<file path="src/hw/rtl/gts_pkg.sv">
// Shared types, constants and angle tables for the gait table sequencer.
package gts_pkg;

    typedef enum logic [2:0] {
        MODE_IDLE   = 3'd0,
        MODE_S      = 3'd1,
        MODE_CL     = 3'd2,
        MODE_CR     = 3'd3,
        MODE_MANUAL = 3'd4,
        MODE_AVOID  = 3'd5
    } mode_t;

    typedef enum logic [1:0] {
        OP_TICK  = 2'd0,
        OP_CMD   = 2'd1,
        OP_WRITE = 2'd2,
        OP_NONE  = 2'd3
    } opcode_t;

    localparam logic [2:0] CMD_S      = 3'd0;
    localparam logic [2:0] CMD_LEFT   = 3'd1;
    localparam logic [2:0] CMD_RIGHT  = 3'd2;
    localparam logic [2:0] CMD_STOP   = 3'd3;
    localparam logic [2:0] CMD_MANUAL = 3'd4;

    localparam logic [2:0] SERVO_TAIL   = 3'd0;
    localparam logic [2:0] SERVO_MIDDLE = 3'd1;
    localparam logic [2:0] SERVO_HEAD   = 3'd2;

    localparam logic [2:0] CFG_S_PERIOD    = 3'd0;
    localparam logic [2:0] CFG_TURN_PERIOD = 3'd1;
    localparam logic [2:0] CFG_TRIGGER     = 3'd2;
    localparam logic [2:0] CFG_RELEASE     = 3'd3;
    localparam logic [2:0] CFG_COOLDOWN    = 3'd4;
    localparam logic [2:0] CFG_SERVO_MIN   = 3'd5;
    localparam logic [2:0] CFG_SERVO_MAX   = 3'd6;

    localparam logic [4:0] S_ROWS    = 5'd12;
    localparam logic [4:0] TURN_ROWS = 5'd16;
    localparam logic [7:0] CENTER_DEG = 8'd90;
    localparam logic [7:0] MAX_DEG    = 8'd180;

    localparam logic [15:0] S_PERIOD_RST    = 16'd50;
    localparam logic [15:0] TURN_PERIOD_RST = 16'd80;
    localparam logic [15:0] TRIGGER_RST     = 16'd200;
    localparam logic [15:0] RELEASE_RST     = 16'd300;
    localparam logic [15:0] COOLDOWN_RST    = 16'd2000;
    localparam logic [7:0]  SERVO_MIN_RST   = 8'd0;
    localparam logic [7:0]  SERVO_MAX_RST   = 8'd180;

    typedef struct packed {
        logic [7:0] tail;
        logic [7:0] middle;
        logic [7:0] head;
    } angles_t;

    localparam angles_t CENTER_ANGLES = {CENTER_DEG, CENTER_DEG, CENTER_DEG};

    typedef struct packed {
        logic [15:0] s_step_period_ms;
        logic [15:0] turn_step_period_ms;
        logic [15:0] obstacle_trigger;
        logic [15:0] obstacle_release;
        logic [15:0] rearm_delay_ms;
        logic [7:0]  servo_min_deg;
        logic [7:0]  servo_max_deg;
    } cfg_t;

    typedef struct packed {
        logic [1:0]  opcode;
        logic [31:0] time_ms;
        logic [15:0] distance;
        logic [2:0]  command_code;
        logic [2:0]  servo_id;
        logic [7:0]  angle_deg;
    } in_item_t;

    typedef struct packed {
        logic [7:0] tail_angle;
        logic [7:0] middle_angle;
        logic [7:0] head_angle;
        logic [2:0] current_mode;
        logic       avoid_started;
        logic       write_accepted;
    } out_item_t;

    function automatic angles_t wave_row(input logic [3:0] r);
        angles_t a;
        case (r)
            4'd0:    a = {8'd116, 8'd107, 8'd90};
            4'd1:    a = {8'd105, 8'd110, 8'd95};
            4'd2:    a = {8'd90,  8'd107, 8'd99};
            4'd3:    a = {8'd75,  8'd100, 8'd100};
            4'd4:    a = {8'd64,  8'd90,  8'd99};
            4'd5:    a = {8'd60,  8'd80,  8'd95};
            4'd6:    a = {8'd64,  8'd73,  8'd90};
            4'd7:    a = {8'd75,  8'd70,  8'd85};
            4'd8:    a = {8'd90,  8'd73,  8'd81};
            4'd9:    a = {8'd105, 8'd80,  8'd80};
            4'd10:   a = {8'd116, 8'd90,  8'd81};
            4'd11:   a = {8'd120, 8'd100, 8'd85};
            default: a = CENTER_ANGLES;
        endcase
        return a;
    endfunction

    function automatic angles_t left_row(input logic [3:0] r);
        angles_t a;
        case (r)
            4'd0:    a = {8'd90, 8'd90, 8'd90};
            4'd1:    a = {8'd84, 8'd86, 8'd88};
            4'd2:    a = {8'd78, 8'd82, 8'd86};
            4'd3:    a = {8'd72, 8'd78, 8'd84};
            4'd4:    a = {8'd66, 8'd74, 8'd82};
            4'd5:    a = {8'd60, 8'd70, 8'd80};
            4'd6:    a = {8'd60, 8'd70, 8'd80};
            4'd7:    a = {8'd60, 8'd70, 8'd80};
            4'd8:    a = {8'd60, 8'd70, 8'd80};
            4'd9:    a = {8'd60, 8'd70, 8'd80};
            4'd10:   a = {8'd66, 8'd74, 8'd82};
            4'd11:   a = {8'd72, 8'd78, 8'd84};
            4'd12:   a = {8'd78, 8'd82, 8'd86};
            4'd13:   a = {8'd84, 8'd86, 8'd88};
            default: a = CENTER_ANGLES;
        endcase
        return a;
    endfunction

    function automatic angles_t right_row(input logic [3:0] r);
        angles_t a;
        case (r)
            4'd0:    a = {8'd90,  8'd90,  8'd90};
            4'd1:    a = {8'd96,  8'd94,  8'd92};
            4'd2:    a = {8'd102, 8'd98,  8'd94};
            4'd3:    a = {8'd108, 8'd102, 8'd96};
            4'd4:    a = {8'd114, 8'd106, 8'd98};
            4'd5:    a = {8'd120, 8'd110, 8'd100};
            4'd6:    a = {8'd120, 8'd110, 8'd100};
            4'd7:    a = {8'd120, 8'd110, 8'd100};
            4'd8:    a = {8'd120, 8'd110, 8'd100};
            4'd9:    a = {8'd120, 8'd110, 8'd100};
            4'd10:   a = {8'd114, 8'd106, 8'd98};
            4'd11:   a = {8'd108, 8'd102, 8'd96};
            4'd12:   a = {8'd102, 8'd98,  8'd94};
            4'd13:   a = {8'd96,  8'd94,  8'd92};
            default: a = CENTER_ANGLES;
        endcase
        return a;
    endfunction

endpackage

</file>
<file path="src/hw/rtl/gts_if.sv">
// Valid/ready channel interfaces for the sequencer input and result streams.
interface gts_in_if;
    import gts_pkg::*;

    logic     valid;
    logic     ready;
    in_item_t data;

    modport source (output valid, output data, input ready);
    modport sink   (input valid, input data, output ready);
endinterface

interface gts_out_if;
    import gts_pkg::*;

    logic      valid;
    logic      ready;
    out_item_t data;

    modport source (output valid, output data, input ready);
    modport sink   (input valid, input data, output ready);
endinterface

</file>
<file path="src/hw/rtl/gts_cfg.sv">
// Configuration register bank, written through a plain indexed write port.
module gts_cfg
(
    input  logic          clk,
    input  logic          rst_n,
    input  logic          cfg_we,
    input  logic [2:0]    cfg_index,
    input  logic [15:0]   cfg_data,
    output gts_pkg::cfg_t cfg
);
    import gts_pkg::*;

    cfg_t cfg_reg;

    always_ff @(posedge clk or negedge rst_n)
    begin
        if (!rst_n)
        begin
            cfg_reg.s_step_period_ms    <= S_PERIOD_RST;
            cfg_reg.turn_step_period_ms <= TURN_PERIOD_RST;
            cfg_reg.obstacle_trigger    <= TRIGGER_RST;
            cfg_reg.obstacle_release    <= RELEASE_RST;
            cfg_reg.rearm_delay_ms      <= COOLDOWN_RST;
            cfg_reg.servo_min_deg       <= SERVO_MIN_RST;
            cfg_reg.servo_max_deg       <= SERVO_MAX_RST;
        end
        else if (cfg_we)
        begin
            case (cfg_index)
                CFG_S_PERIOD:    cfg_reg.s_step_period_ms    <= cfg_data;
                CFG_TURN_PERIOD: cfg_reg.turn_step_period_ms <= cfg_data;
                CFG_TRIGGER:     cfg_reg.obstacle_trigger    <= cfg_data;
                CFG_RELEASE:     cfg_reg.obstacle_release    <= cfg_data;
                CFG_COOLDOWN:    cfg_reg.rearm_delay_ms      <= cfg_data;
                CFG_SERVO_MIN:   cfg_reg.servo_min_deg       <= cfg_data[7:0];
                CFG_SERVO_MAX:   cfg_reg.servo_max_deg       <= cfg_data[7:0];
                default:         ;
            endcase
        end
    end

    assign cfg = cfg_reg;

endmodule

</file>
<file path="src/hw/rtl/gts_core.sv">
// Sequencer state and the combinational update for one item.
module gts_core
(
    input  logic               clk,
    input  logic               rst_n,
    input  logic               en,
    input  gts_pkg::in_item_t  item,
    input  gts_pkg::cfg_t      cfg,
    output gts_pkg::out_item_t result
);
    import gts_pkg::*;

    mode_t       mode_reg,     mode_next;
    mode_t       resume_reg,   resume_next;
    logic [3:0]  row_reg,      row_next;
    logic [31:0] nst_reg,      nst_next;
    logic [15:0] period_reg,   period_next;
    logic [31:0] cool_reg,     cool_next;
    logic        latch_reg,    latch_next;
    angles_t     angles_reg,   angles_next;
    logic        started;
    logic        accepted;

    always_comb
    begin : next_proc
        logic [31:0] cool_diff;
        logic [31:0] step_diff;
        logic        due;
        logic [4:0]  limit;
        logic [3:0]  r;
        logic [4:0]  r_inc;
        angles_t     row;
        logic [7:0]  a;

        mode_next   = mode_reg;
        resume_next = resume_reg;
        row_next    = row_reg;
        nst_next    = nst_reg;
        period_next = period_reg;
        cool_next   = cool_reg;
        latch_next  = latch_reg;
        angles_next = angles_reg;
        started     = 1'b0;
        accepted    = 1'b0;

        cool_diff = item.time_ms - cool_reg;
        step_diff = item.time_ms - nst_reg;
        due       = 1'b0;
        limit     = TURN_ROWS;
        r         = '0;
        r_inc     = '0;
        row       = CENTER_ANGLES;
        a         = item.angle_deg;

        case (opcode_t'(item.opcode))
            OP_TICK:
            begin
                // avoid start: near reading, cooldown over (strictly), latch clear
                if (mode_reg != MODE_AVOID && item.distance != 16'd0 &&
                    item.distance < cfg.obstacle_trigger &&
                    cool_diff != 32'd0 && !cool_diff[31] && !latch_reg)
                begin
                    resume_next = (mode_reg == MODE_CL || mode_reg == MODE_CR) ?
                                  MODE_IDLE : mode_reg;
                    mode_next   = MODE_AVOID;
                    row_next    = '0;
                    period_next = cfg.turn_step_period_ms;
                    nst_next    = '0;
                    latch_next  = 1'b1;
                    started     = 1'b1;
                end
                if (mode_next == MODE_AVOID && item.distance > cfg.obstacle_release)
                begin
                    latch_next = 1'b0;
                end

                // a fresh start compares against a step time of zero
                due = started ? ~item.time_ms[31] : ~step_diff[31];

                if (mode_next == MODE_S || mode_next == MODE_CL ||
                    mode_next == MODE_CR || mode_next == MODE_AVOID)
                begin
                    if (due)
                    begin
                        limit = (mode_next == MODE_S) ? S_ROWS : TURN_ROWS;
                        r     = ({1'b0, row_next} < limit) ? row_next : 4'd0;
                        case (mode_next)
                            MODE_S:  row = wave_row(r);
                            MODE_CR: row = right_row(r);
                            default: row = left_row(r);
                        endcase
                        angles_next = row;
                        r_inc       = {1'b0, r} + 5'd1;
                        row_next    = r_inc[3:0];
                        nst_next    = item.time_ms + {16'd0, period_next};
                        if (r_inc >= limit)
                        begin
                            row_next = '0;
                            if (mode_next == MODE_CL || mode_next == MODE_CR)
                            begin
                                mode_next = MODE_IDLE;
                            end
                            else if (mode_next == MODE_AVOID)
                            begin
                                mode_next = resume_next;
                                cool_next = item.time_ms + {16'd0, cfg.rearm_delay_ms};
                            end
                        end
                    end
                end
                else if (mode_next == MODE_IDLE)
                begin
                    angles_next = CENTER_ANGLES;
                end
            end

            OP_CMD:
            begin
                case (item.command_code)
                    CMD_S:
                    begin
                        mode_next   = MODE_S;
                        row_next    = '0;
                        period_next = cfg.s_step_period_ms;
                        nst_next    = '0;
                    end
                    CMD_LEFT:
                    begin
                        mode_next   = MODE_CL;
                        row_next    = '0;
                        period_next = cfg.turn_step_period_ms;
                        nst_next    = '0;
                    end
                    CMD_RIGHT:
                    begin
                        mode_next   = MODE_CR;
                        row_next    = '0;
                        period_next = cfg.turn_step_period_ms;
                        nst_next    = '0;
                    end
                    CMD_STOP:
                    begin
                        mode_next   = MODE_IDLE;
                        angles_next = CENTER_ANGLES;
                    end
                    CMD_MANUAL:
                    begin
                        mode_next = MODE_MANUAL;
                    end
                    default: ;
                endcase
            end

            OP_WRITE:
            begin
                // clamp to min, else max, then hard cap at 180
                if (item.angle_deg < cfg.servo_min_deg)
                begin
                    a = cfg.servo_min_deg;
                end
                else if (item.angle_deg > cfg.servo_max_deg)
                begin
                    a = cfg.servo_max_deg;
                end
                if (a > MAX_DEG)
                begin
                    a = MAX_DEG;
                end
                case (item.servo_id)
                    SERVO_TAIL:
                    begin
                        angles_next.tail = a;
                        mode_next        = MODE_MANUAL;
                        accepted         = 1'b1;
                    end
                    SERVO_MIDDLE:
                    begin
                        angles_next.middle = a;
                        mode_next          = MODE_MANUAL;
                        accepted           = 1'b1;
                    end
                    SERVO_HEAD:
                    begin
                        angles_next.head = a;
                        mode_next        = MODE_MANUAL;
                        accepted         = 1'b1;
                    end
                    default: ;
                endcase
            end

            default: ;
        endcase
    end

    always_ff @(posedge clk or negedge rst_n)
    begin
        if (!rst_n)
        begin
            mode_reg   <= MODE_IDLE;
            resume_reg <= MODE_IDLE;
            row_reg    <= '0;
            nst_reg    <= '0;
            period_reg <= S_PERIOD_RST;
            cool_reg   <= '0;
            latch_reg  <= 1'b0;
            angles_reg <= CENTER_ANGLES;
        end
        else if (en)
        begin
            mode_reg   <= mode_next;
            resume_reg <= resume_next;
            row_reg    <= row_next;
            nst_reg    <= nst_next;
            period_reg <= period_next;
            cool_reg   <= cool_next;
            latch_reg  <= latch_next;
            angles_reg <= angles_next;
        end
    end

    assign result.tail_angle     = angles_next.tail;
    assign result.middle_angle   = angles_next.middle;
    assign result.head_angle     = angles_next.head;
    assign result.current_mode   = mode_next;
    assign result.avoid_started  = started;
    assign result.write_accepted = accepted;

endmodule

</file>
<file path="src/hw/rtl/gait_table_sequencer_with_avoid_top.sv">
// Top level of the three-servo gait sequencer: input stage, core, result register.
//
// Items (ticks, mode commands, manual servo writes) arrive on in_ch and each
// produces exactly one result on out_ch, in order. Both channels transfer on
// a clock edge with valid and ready high. Configuration registers are written
// through cfg_we / cfg_index / cfg_data, one register per write. The user must
// write them only while no item is in flight; the block does not enforce this.
//
// An item transferred on in_ch is registered at the input stage, processed
// against the sequencer state, and its result is registered in the result
// register that drives out_ch.
// Throughput: one item per cycle while out_ch.ready is high. The limit is the
// state update loop, which does one item's compare, table lookup and step-time add.
//
// Reset (rst_n low, asynchronous) clears both stages, puts the sequencer in
// idle with all servos at 90 degrees and loads the default configuration.
// When the receiver holds out_ch.ready low the result holds, one more item
// is taken into the input stage, and then in_ch.ready drops until the
// result is taken.
module gait_table_sequencer_with_avoid_top
(
    input  logic        clk,
    input  logic        rst_n,
    gts_in_if.sink      in_ch,
    gts_out_if.source   out_ch,
    input  logic        cfg_we,
    input  logic [2:0]  cfg_index,
    input  logic [15:0] cfg_data
);
    import gts_pkg::*;

    logic      in_valid_reg;
    in_item_t  in_item_reg;
    logic      out_valid_reg;
    out_item_t out_item_reg;
    logic      advance;
    logic      fire;
    cfg_t      cfg;
    out_item_t result;

    assign advance     = !out_valid_reg || out_ch.ready;
    assign fire        = in_valid_reg && advance;
    assign in_ch.ready = !in_valid_reg || advance;

    always_ff @(posedge clk or negedge rst_n)
    begin
        if (!rst_n)
        begin
            in_valid_reg <= 1'b0;
        end
        else if (in_ch.ready)
        begin
            in_valid_reg <= in_ch.valid;
        end
    end

    always_ff @(posedge clk)
    begin
        if (in_ch.valid && in_ch.ready)
        begin
            in_item_reg <= in_ch.data;
        end
    end

    always_ff @(posedge clk or negedge rst_n)
    begin
        if (!rst_n)
        begin
            out_valid_reg <= 1'b0;
        end
        else if (advance)
        begin
            out_valid_reg <= in_valid_reg;
        end
    end

    always_ff @(posedge clk)
    begin
        if (fire)
        begin
            out_item_reg <= result;
        end
    end

    gts_cfg u_cfg
    (
        .clk       (clk),
        .rst_n     (rst_n),
        .cfg_we    (cfg_we),
        .cfg_index (cfg_index),
        .cfg_data  (cfg_data),
        .cfg       (cfg)
    );

    gts_core u_core
    (
        .clk    (clk),
        .rst_n  (rst_n),
        .en     (fire),
        .item   (in_item_reg),
        .cfg    (cfg),
        .result (result)
    );

    assign out_ch.valid = out_valid_reg;
    assign out_ch.data  = out_item_reg;

endmodule
</file>
<file path="src/flat_wrapper.sv">
// flat-port wrapper written by rule: the top's interface ports become plain ports
module gait_table_sequencer_with_avoid_top_flat import gts_pkg::*;
  (clk, rst_n, cfg_we, cfg_index, cfg_data, in_ch_valid, in_ch_data, in_ch_ready, out_ch_valid, out_ch_data, out_ch_ready);
  gts_in_if in_ch_i ();
  gts_out_if out_ch_i ();
  input  logic clk;
  input  logic rst_n;
  input  logic cfg_we;
  input  logic [2:0] cfg_index;
  input  logic [15:0] cfg_data;
  input wire logic [$bits(in_ch_i.valid)-1:0] in_ch_valid;
  input wire logic [$bits(in_ch_i.data)-1:0] in_ch_data;
  output wire logic [$bits(in_ch_i.ready)-1:0] in_ch_ready;
  output wire logic [$bits(out_ch_i.valid)-1:0] out_ch_valid;
  output wire logic [$bits(out_ch_i.data)-1:0] out_ch_data;
  input wire logic [$bits(out_ch_i.ready)-1:0] out_ch_ready;
  assign in_ch_i.valid = in_ch_valid;
  assign in_ch_i.data = in_ch_data;
  assign in_ch_ready = in_ch_i.ready;
  assign out_ch_valid = out_ch_i.valid;
  assign out_ch_data = out_ch_i.data;
  assign out_ch_i.ready = out_ch_ready;
  gait_table_sequencer_with_avoid_top u_core (.clk(clk), .rst_n(rst_n), .in_ch(in_ch_i), .out_ch(out_ch_i), .cfg_we(cfg_we), .cfg_index(cfg_index), .cfg_data(cfg_data));
endmodule
</file>
<file path="config.mk">
export PLATFORM = sky130hd
export DESIGN_NAME = gait_table_sequencer_with_avoid_top_flat
export DESIGN_NICKNAME = d
export VERILOG_FILES = /design/src/hw/rtl/gts_pkg.sv /design/src/hw/rtl/gts_if.sv /design/src/hw/rtl/gts_cfg.sv /design/src/hw/rtl/gts_core.sv /design/src/hw/rtl/gait_table_sequencer_with_avoid_top.sv /design/src/flat_wrapper.sv
export SDC_FILE = /design/constraint.sdc
export NUM_CORES = 1
export LEC_CHECK = 0
export BUFFER_PORTS_ARGS = -buffer_cell sky130_fd_sc_hd__buf_2
export CAP_MARGIN = 0
export CORE_ASPECT_RATIO = 0.8
export CORE_MARGIN = 2
export CORE_UTILIZATION = 44
export CTS_CLUSTER_DIAMETER = 60
export DETAILED_ROUTE_END_ITERATION = 6
export PLACE_DENSITY = 0.64
export SLEW_MARGIN = 20
export SYNTH_ARGS = -nofsm -noshare
export SYNTH_HDL_FRONTEND = slang
export SYNTH_SLANG_ARGS = --single-unit
</file>
<file path="constraint.sdc">
create_clock -name clk -period 8.8 [get_ports clk]
set_input_delay 1.76 -clock clk [delete_from_list [all_inputs] [get_ports clk]]
set_output_delay 1.76 -clock clk [all_outputs]
set_load 0.02 [all_outputs]
</file>
==> key figures <==
Yosys
  • Cells after Synth: 2265
  • Largest family of logic cells by synthesized area: compound AO/OA/AOI/OAI gates
  • Unique cell type count in the Yosys netlist: 92
  • Simple-gate share of the synthesized area: 15.05%
  • Synth Register Bits: 306
  • Mux share of post-synthesis cell area: 6.054%
  • Post-synthesis cell area: 20620 um^2
  • Syn_nets: 2508
  • XOR/XNOR share of the synthesized area: 3.058%
  • Sequential cell area fraction in the yosys report: 39.61%
  • Syn Area/Cell: 9.106 um^2
  • Post-synth EDFFs: 93
  • FFs w/ async S/R, synth: 69.61%
  • Compound-Gate Fraction of Synth Area: 21.51%
  • Warnings, synthesis: 0
  • Synth Area in Adders: 9.512%
  • Primary FF master, synth: dfrtp_1

Clock network
  • # clock sinks: 306
  • CTS tree: built
  • Clk buf depth: 3
  • Clk root buf: clkbuf_16
  • Postcts setup bufs: 0
  • Worst-path clk slew: 0.06 ns
  • CTS Buf Count: 39
  • Post-cts sizing count: 0
  • H-Tree Depth: 2
  • Skew-Pair Late Insertion Delay: 0.56 ns
  • Cts hold-fix bufs: 0

Placed design
  • Placed Cells: 2906
  • Hpwl dp: 41880 um
  • Placed Instance Area: 21690 um^2
  • # port buffers: 118
  • GP Congestion: 0.9390

Drt
  • Final wirelength: 58220 um
  • Routed Antenna Nets: 0
  • Met3 wire len: 4551 um
  • Avg WL per Cell: 19.54 um
  • First drt pass iteration count: 6
  • Uppermost routed layer: met4
  • Routed met2 length: 23880 um
  • Number of remaining DRC errors: 0
  • Iteration-0 DRC Markers: 1578
  • Routed met1 length: 28640 um
  • Via density: 5.874
  • Routed via count: 17505

Worst setup path
  • Crit path buf inv count: 2
  • Cell mode on critical path: a21oi_1
  • Critical Path Source: u_core.in_item_reg[30]
  • Required time worst endpoint: 9.25 ns
  • Critical Path AT: 8.63 ns
  • R2r startpoint: u_core.in_item_reg[30]
  • Crit Path Category: register to register
  • Critical-path top delay cell: o41ai_1
  • CP peak stage delay: 0.69 ns
  • Family with the most delay on the worst path: compound AO/OA/AOI/OAI gates
  • Crit end category: register
  • Crit path max fanout: 13
  • Startpoint type of the worst setup path: register

Floorplanning
  • FP Rows: 70
  • Die area: 48630 um^2
  • I/O Pins: 119
  • Starting Density: 44.85%
  • Core Area: 45980 um^2
  • DIE WIDTH: 246.1 um
  • Die Y: 197.7 um

GRT
  • Vias in the first global route: 16857
  • GRT Overall Usage: 24.16%
  • Grt ovf: 0
  • Initial antenna violation count: 1
  • Largest net degree at the start of global routing: 85
  • Global-route wire length before repair: 93300 um

STA
  • Final Hold Vio Count: 0
  • Skew final: 0.02321 ns
  • Final Slew Violations: 0
  • Fin crit period: 8.182 ns
  • Slew headroom: 24.21%
  • Tcrit/Tclk final: 92.97%
  • Setup TNS: 0 ns
  • Worst-Margin Slew: 1.133 ns
  • RSZ-0062 raised after global routing: false
  • Achievable frequency: 0.1222 GHz
  • # setup viols final: 0

Finish
  • Share of post-route cells with drive strength above 1: 15.97%
  • Fin area: 22960 um^2
  • Post-route insts no fill: 2980
  • Final nets: 2579
  • Layout Area Growth over Synthesis: 11.32%
  • Fin util: 49.93%
  • Max FFs per register: 96

Power
  • Pwr per Cell Area: 242.1 nW/um^2
  • Total power: 5.558 mW
  • Maximum VDD drop: 0.0001770 V
  • Leakage: 9.598 nW

Worst hold path
  • Hold Path Class: register to register
  • Hold wc startpoint: u_core.u_core.cool_reg[20]

Flow run
  • Max-Cap Viols: 0

Run status
  • Status: finished, final reports clean
==> worst min-delay path, cell delays in order, from the launching register on <==
cell     delay (ns)
dfrtp_1        0.34
nand2_1        0.04
o21ai_0        0.06
==> area by class of cell <==
class	count	area [um^2]
diodes	1	2.502
clock inverters	21	150.1
fillers	4311	23020
inverters	153	574.3
multi-input cells	1696	11430
clock buffers	51	1094
repair buffers	140	777.0
flip-flops and latches	306	8169
well taps	612	765.7
==> kinds of logic (layout without fill, tap and decap cells) <==
family          after synthesis  after routing
buf+inv                     263            365
other cells                   0              1
flops                       306            306
simple gates                664            664
fa+ha+maj                   155            155
xor+xnor                     72             72
mux                         112            112
compound gates              693            693
==> layout by cell type, fill, tap and decap left out, types with 10 or more instances in the layout <==
cell	instances
inv_1	150
dfstp_2	37
xnor2_1	41
and3_1	14
clkbuf_16	41
edfxtp_1	93
nor3_1	31
o211ai_1	19
xor2_1	31
buf_4	20
a22o_1	36
a31oi_1	30
and2_1	14
a211oi_1	23
a21oi_1	168
mux2i_1	10
a21o_1	42
o22ai_1	15
mux2_2	102
dfrtp_1	176
o21ai_1	21
nor2b_1	23
nand2b_1	28
o21a_1	18
nand2_1	242
o21ai_0	190
nand3_1	64
buf_2	117
ha_1	152
nor2_1	166
nand4_1	23
==> layer usage <==
| layer | vias up | track usage [%] |
|---|---|---|
| met5 | - | 0 |
| met3 | 78 | 4.687 |
| met1 | 8425 | 36.51 |
| met2 | 645 | 35.00 |
| met4 | 0 | 6.352 |
| li1 | 8357 | - |
==> worst paths after layout <==
| check | to | slack [ns] | depth (start not counted) |
|---|---|---|---|
| max | u_core.u_core.nst_reg[24] | 0.62 | 29 |
| min | u_core.u_core.cool_reg[20] | 0.48 | 2 |
| max reg2reg | u_core.u_core.nst_reg[24] | 0.62 | 29 |
| min reg2reg | u_core.u_core.cool_reg[20] | 0.48 | 2 |
| max in group asynchronous | u_core.out_ch.valid | 6.36 | 2 |
| min in group asynchronous | u_core.u_core.nst_reg[6] | 1.21 | 1 |
==> through the flow <==
step | hold slack, ns | setup slack, ns
after floorplan | 0.4444 | 1.575
after global placement | 0.4571 | 0.8754
after detailed placement | 0.4661 | 0.6821
after CTS | 0.4796 | 0.6800
after global routing | 0.4930 | 0.1860
final | 0.4762 | 0.6182
==> cells in the mapped netlist, types with 42 or more instances <==
library cell | n | area, um^2
nand3_1 | 64 | 320.3
ha_1 | 152 | 1902
nor2_1 | 167 | 626.9
edfxtp_1 | 93 | 2793
a21o_1 | 42 | 315.3
a21oi_1 | 168 | 840.8
inv_1 | 151 | 566.8
dfrtp_1 | 176 | 4404
clkbuf_1 | 84 | 315.3
nand2_1 | 242 | 908.4
mux2_2 | 102 | 1149
o21ai_0 | 190 | 950.9
==> power by group <==
group	leakage (nW)	total (mW)	switching [mW]	internal, mW
clock network	0.614	1.56	0.667	0.889
logic	5.46	1.98	1.18	0.794
registers	3.53	2.02	0.222	1.80
total	9.60	5.56	2.07	3.49
(Power assumes the default switching activity.)
